`src/design/svp_pkg.sv`:
```
`timescale 1ns / 1ps
// ----------------------------------------------------------------------------
// svp_pkg
// Shared types, codes, widths and reset values of the sample playback voice.
// ----------------------------------------------------------------------------
package svp_pkg;

    localparam int BUFFER_DEPTH_DEF = 65536;
    localparam int FRAC_BITS_DEF    = 16;
    localparam int SAMPLE_BITS_DEF  = 16;
    localparam int MAX_CHANNELS_DEF = 2;

    localparam int CFG_IDX_W  = 3;
    localparam int CFG_DATA_W = 32;
    localparam int RATE_W     = 19;
    localparam int FRAME_W    = 32;
    localparam int OFFSET_W   = 16;
    localparam int BLEN_W     = 17;
    localparam int CCNT_W     = 2;
    localparam int REQ_W      = 2;
    localparam int ADDR_IN_W  = 16;

    localparam logic              LOOP_MODE_RST   = 1'b0;
    localparam logic [RATE_W-1:0] RATE_RST        = 19'd65536;
    localparam logic [FRAME_W-1:0] START_FRAME_RST = '0;
    localparam logic [FRAME_W-1:0] PLAY_END_RST    = '1;
    localparam logic [FRAME_W-1:0] STOP_FRAME_RST  = '1;
    localparam logic [OFFSET_W-1:0] OFFSET_RST     = '0;
    localparam logic [BLEN_W-1:0] BLEN_RST        = 17'd65536;
    localparam logic [CCNT_W-1:0] CCNT_RST        = 2'd1;

    typedef enum logic [CFG_IDX_W-1:0] {
        CFG_LOOP_MODE,
        CFG_PLAYBACK_RATE,
        CFG_START_FRAME,
        CFG_PLAY_END_FRAME,
        CFG_STOP_FRAME,
        CFG_START_OFFSET,
        CFG_BUFFER_LENGTH,
        CFG_CHANNEL_COUNT
    } t_cfg_idx;

    typedef enum logic [REQ_W-1:0] {
        REQ_RENDER,
        REQ_WRITE,
        REQ_ATTACH,
        REQ_ARM
    } t_req;

    typedef enum logic [1:0] {
        VS_UNSCHEDULED,
        VS_SCHEDULED,
        VS_PLAYING,
        VS_FINISHED
    } t_voice;

    typedef enum logic [1:0] {
        RC_IDLE,
        RC_RATE,
        RC_OFFSET,
        RC_POS
    } t_rc_state;

    // per-item sideband that travels with the lanes
    typedef struct packed {
        logic silent;
        logic finished;
        logic playing;
        logic stereo;
    } t_item_flags;

    typedef struct packed {
        logic busy;
        logic done;
    } t_rc_status;

endpackage

```
`src/design/svp_recalc.sv`:
```
`timescale 1ns / 1ps
// ----------------------------------------------------------------------------
// svp_recalc
// Bit-serial restoring modulo unit. Reduces the playback rate, the start
// offset and the held read position modulo the current span, one after the
// other, one dividend bit per cycle.
// ----------------------------------------------------------------------------
module svp_recalc #(
    parameter int FRAC_BITS = svp_pkg::FRAC_BITS_DEF,
    parameter int POS_W     = 32
) (
    input  logic                           i_clk,
    input  logic                           i_rst_n,
    input  logic                           i_start,
    input  logic [POS_W:0]                 i_span,
    input  logic [svp_pkg::RATE_W-1:0]     i_rate,
    input  logic [svp_pkg::OFFSET_W-1:0]   i_offset,
    input  logic [POS_W-1:0]               i_pos,
    output logic [POS_W-1:0]               o_rate_mod,
    output logic [POS_W-1:0]               o_off_pos,
    output logic [POS_W-1:0]               o_pos_mod,
    output svp_pkg::t_rc_status            o_status
);
    import svp_pkg::*;

    localparam int OFF_W = OFFSET_W + FRAC_BITS;
    localparam int DW0   = (POS_W > OFF_W) ? POS_W : OFF_W;
    localparam int DW    = (DW0 > RATE_W) ? DW0 : RATE_W;
    localparam int BW    = $clog2(DW);

    t_rc_state         r_state;
    t_rc_state         n_state;
    logic [BW-1:0]     r_bit;
    logic [POS_W-1:0]  r_rem;
    logic              r_done;
    logic [POS_W-1:0]  r_rate_mod;
    logic [POS_W-1:0]  r_off_pos;
    logic [POS_W-1:0]  r_pos_mod;

    logic [DW-1:0]     w_dividend;
    logic [POS_W:0]    w_trial;
    logic [POS_W-1:0]  w_rem_next;
    logic              w_last;

    always_comb begin
        case (r_state)
            RC_RATE:   w_dividend = DW'(i_rate);
            RC_OFFSET: w_dividend = DW'({i_offset, {FRAC_BITS{1'b0}}});
            RC_POS:    w_dividend = DW'(i_pos);
            default:   w_dividend = '0;
        endcase
    end

    // shift in the next dividend bit, subtract the span where it fits
    assign w_trial    = {r_rem, w_dividend[r_bit]};
    assign w_rem_next = (w_trial >= i_span) ? POS_W'(w_trial - i_span) : POS_W'(w_trial);
    assign w_last     = (r_bit == '0);

    always_comb begin
        n_state = r_state;
        if (i_start) begin
            n_state = RC_RATE;
        end else begin
            case (r_state)
                RC_IDLE:   n_state = RC_IDLE;
                RC_RATE:   if (w_last) n_state = RC_OFFSET;
                RC_OFFSET: if (w_last) n_state = RC_POS;
                RC_POS:    if (w_last) n_state = RC_IDLE;
                default:   n_state = RC_IDLE;
            endcase
        end
    end

    always_ff @(posedge i_clk) begin
        if (!i_rst_n) begin
            r_state <= RC_IDLE;
            r_done  <= 1'b0;
            r_bit   <= BW'(DW - 1);
            r_rem   <= '0;
        end else begin
            r_state <= n_state;
            r_done  <= (r_state == RC_POS) && w_last && !i_start;
            if (i_start || (r_state == RC_IDLE) || w_last) begin
                r_bit <= BW'(DW - 1);
                r_rem <= '0;
            end else begin
                r_bit <= r_bit - BW'(1);
                r_rem <= w_rem_next;
            end
        end
    end

    always_ff @(posedge i_clk) begin
        if (!i_start && w_last) begin
            case (r_state)
                RC_RATE:   r_rate_mod <= w_rem_next;
                RC_OFFSET: r_off_pos  <= w_rem_next;
                RC_POS:    r_pos_mod  <= w_rem_next;
                default:   ;
            endcase
        end
    end

    assign o_rate_mod      = r_rate_mod;
    assign o_off_pos       = r_off_pos;
    assign o_pos_mod       = r_pos_mod;
    assign o_status.busy   = (r_state != RC_IDLE) || r_done;
    assign o_status.done   = r_done;

endmodule

```
`config.mk`:
```
export PLATFORM = sky130hd
export DESIGN_NAME = svp_recalc
export DESIGN_NICKNAME = d
export VERILOG_FILES = /design/src/design/svp_pkg.sv /design/src/design/svp_recalc.sv
export SDC_FILE = /design/constraint.sdc
export NUM_CORES = 1
export LEC_CHECK = 0
export BUFFER_PORTS_ARGS = -buffer_cell sky130_fd_sc_hd__buf_2
export CORE_MARGIN = 3
export CORE_UTILIZATION = 35
export CTS_BUF_LIST = sky130_fd_sc_hd__clkbuf_4
export DETAILED_ROUTE_END_ITERATION = 16
export RECOVER_POWER = 50
export SKIP_CTS_REPAIR_TIMING = 1
export SLEW_MARGIN = 20
export SYNTH_ARGS = -nofsm -noshare
export SYNTH_HDL_FRONTEND = slang
export SYNTH_SLANG_ARGS = --single-unit
```
`constraint.sdc`:
```
create_clock -name i_clk -period 4.3 [get_ports i_clk]
set_input_delay 0.43 -clock i_clk [delete_from_list [all_inputs] [get_ports i_clk]]
set_output_delay 0.43 -clock i_clk [all_outputs]
set_load 0.03 [all_outputs]
```
==> summary.md <==
| Metric | Value |
|---|---|
| DRC | 0 |
| HPWL Detailed | 12,760 microns |
| CP max stage cell | fa_2 |
| Max Cap Viol | 2 |
| Critical path, cell by cell | ha_4 -> buf_12 -> buf_8 -> a222oi_1 -> nand2_1 -> nand4_1 -> o211ai_1 -> a211oi_2 -> a211o_1 -> ha_4 -> inv_2 -> fa_2 -> a211oi_2 -> o211ai_1 -> nand3b_1 -> buf_6 -> a211oi_4 -> o2111ai_1 -> or3b_1 -> mux2_4 |
| Clk_lat worst skew | 0.55 ns |
| R2r setup slk | -0.007 ns |
| Ys async rst share | 0% |
| Worst Max-Slew Pin Slew | 2.478 ns |
| Mapped cell area | 7189 sq um |
| Max Slew Vio Count | 52 |
| Pre-CTS WS | -0.2652 ns |
| CTS Buf Count | 17 |
| Worst r2r path cells | 20 |
| Worst setup startpoint | r_state[1] |
| IO Port Bufs | 200 |
| Die area | 22,300 sq um |
| Status | finished with violations |
| Sw frac | 23.91% |
| Core Rows | 51 |
| Finished Core Util | 46.73% |
| Via density | 5.000 |
| YS warnings | 0 |
| Data required, critical path | 4.61 ns |
| Final worst slack | -0.007398 ns |
| Internal power | 1782 uW |
| Vias in the first global route | about 5,400 |
| Final Hold Viols | 0 |
| Setup violators final | 3 |
| CTS Root Cell | clkbuf_4 |
| Max frequency | approximately 0.23 GHz |
| Most common cell after layout, fill and taps aside | buf_2 |
| TritonCTS clock tree | done |
| Routed Antenna Nets | 0 |
| Initial Util | 36.23% |
| End of the critical path | o_pos_mod[28] |
| Slew margin rel. | -65.29% |
| Remaining Overflow, GRT | 0 |
| Reg power frac | 59.2% |
| DIE WIDTH | 149.3 microns |
| Core outline area | 19,850 sq um |
| Post-synth top flop | edfxtp_1 |
| Sequential area share after synthesis | between 50% and 60% |
| Area growth syn-to-layout | 28.99% |
| Layout filler cell count | ~1,900 |
| Worst-path clk slew | 0.12 ns |
| 1st-iter DRT viols | 314 |
| I/O Pins | 201 |
| Mapped Avg Cell Area | 11.36 sq um |
| DP Area | 8628 sq um |
| RePlAce Congestion | around 0.87 |
| Reg2reg end | o_pos_mod[28] |
| Layout cells sized above 1 | 29.24% |
| First drt pass iteration count | 5 |
| Commonest cells after routing, fill and taps aside | 102 x buf_2, 99 x clkbuf_1, 96 x edfxtp_1 |
| Leakage power | 0.003910 uW |
| Tmin final | 4.307 ns |
| RSZ-0062 raised after global routing | true |
| Syn_nets | between 700 and 800 |
| DR WL/cell | 16.19 microns |
| Sink Count | 136 |
| Largest net degree at the start of global routing | 33 |
| Routed via count | 5,690 |
| Number of antenna violations at the first check in global routing | 1 |
| CP Data Arrival Time | 4.62 ns |
| Hold_ws | 0.1411 ns |
| Clock Path Buffers | 2 |
| Global-route wire length before repair | roughly 28,000 microns |
| Hold WC Path Type | in -> reg |
| Max incr delay on CP | 0.41 ns |
| Setup CP Type | reg -> reg |
| Final net count | 1,001 |
| Failing checks | max-capacitance violations, max-slew violations, negative setup slack |
| Post-synth EDFFs | 96 |
| H-tree levels | 4 |
| Worst vdd ir | 0.0001147 V |
| Power Total | 2342 uW |
| Pwr Density | 252.5 nW/um^2 |
| Die H | 149.3 microns |
| Crit-path max FO | 8 |
| Footprint of the multi-input gates | 3453 sq um |
| Layout Cell Area excl Fill | 9274 sq um |
| Final wirelength | 18,430 microns |
| Crit end category | flop |
| Startpoint types | flop |
| Net load switching power | approximately 560 uW |
| GRT Total Usage | 15.74% |
| Comb pwr share | 8.7% |
| Cell count after synthesis | 633 |
| Final clock skew | about 0.021 ns |
| Crit share post-route | 100.2% |
| Part of the power in the clock network | between 30% and 40% |
| Register Area | 3691 sq um |
| Critical R2R Launch | r_state[1] |
| Synth cell types | 60 |
| Flops & latches, synth | about 140 |
==> layer usage <==
layer | vias up | wire length, microns | track usage (%)
met2 | 194 | 8457 | 25.10
met4 | 0 | 266 | 5.080
li1 | 2813 | - | -
met3 | 22 | 1029 | 3.251
met1 | 2661 | 8673 | 21.52
met5 | - | 0 | 0
==> logic make-up after synthesis <==
family | share of synthesized area [%]
AO/OA/AOI/OAI | 16.01
buffers and inverters | 4.490
XOR/XNOR | 3.533
flip-flops | 51.24
multiplexers | 6.074
adder cells (fa/ha/maj) | 6.892
AND/OR/NAND/NOR | 11.76
==> metrics by stage <==
stage	instances	setup TNS, ns
after floorplan	633	0
after global placement	1089	-6.483
after detailed placement	1089	-14.23
after CTS	1121	-19.68
after global routing	1138	-9.415
final	1138	-0.02187
==> critical path, delay by kind of cell, from the launching register on <==
family,cells,cell delay (ns)
and+or+nand+nor,4,0.66
DFF,1,0.39
muxes,1,0.29
adders and majority gates,3,0.77
buffers and inverters,4,0.44
AOI/OAI and AO/OA,8,1.52
==> cells in the mapped netlist (2+ instances only) <==
library cell | number | share of area [%]
o2111ai_1 | 3 | 0.37
nand2_1 | 42 | 2.2
xor2_1 | 7 | 0.85
or2_2 | 3 | 0.26
o21bai_1 | 4 | 0.42
and2_1 | 33 | 2.9
and3b_1 | 2 | 0.24
o21ai_0 | 14 | 0.97
o211ai_1 | 7 | 0.73
mux2i_1 | 2 | 0.28
o21a_1 | 5 | 0.52
a221oi_1 | 15 | 1.8
a211oi_1 | 15 | 1.6
mux2_2 | 3 | 0.47
and3_1 | 5 | 0.44
nand4_1 | 8 | 0.70
o21ai_1 | 2 | 0.14
buf_2 | 3 | 0.21
nand3_1 | 10 | 0.70
nand2b_1 | 7 | 0.61
buf_1 | 2 | 0.10
ha_1 | 38 | 6.6
buf_6 | 4 | 0.63
and4_1 | 2 | 0.24
xnor2_1 | 22 | 2.7
a31oi_1 | 8 | 0.70
a21oi_1 | 43 | 3.0
inv_1 | 43 | 2.2
edfxtp_1 | 96 | 40
or3_1 | 6 | 0.52
a221o_1 | 2 | 0.28
mux2_4 | 24 | 5.0
a22oi_1 | 17 | 1.8
a21o_1 | 15 | 1.6
nor3_1 | 14 | 0.97
nor4_1 | 4 | 0.35
nor2b_1 | 3 | 0.26
dfxtp_1 | 40 | 11
clkbuf_1 | 23 | 1.2
nor2_1 | 17 | 0.89
==> worst min path at each step <==
stage / from / end / cells past startpoint
after floorplan: r_rem[29] / r_rem[30] / 2
after global placement: r_bit[0] / r_bit[0] / 1
after detailed placement: r_bit[0] / r_bit[0] / 1
after CTS: i_start / r_state[0] / 2
after global routing: i_rst_n / r_state[0] / 2
final: i_rst_n / r_state[0] / 2
==> registers in the layout, summed over array words and instances, names as in the netlist <==
register    flops
o_off_pos      32
o_pos_mod      32
o_rate_mod     32
r_rem          32
r_bit           5
r_state         2
r_done          1
==> layout make-up <==
class	instances	area share (%)
diodes	1	0.02698
clock buffers	21	1.700
well taps	265	3.575
inverters	43	1.740
multi-input cells	421	37.24
flip-flops and latches	136	39.80
repair buffers	240	15.03
clock inverters	11	0.8904
==> power by group through the flow <==
stage	logic [uW]	clock network [uW]	registers, uW
finish	204	751	1390
detailed placement	184	0	1420
global placement	185	0	1410
CTS	186	785	1390
floorplan	100	0	1410
global route	226	844	1390
Power figures use the tool's default switching activity.
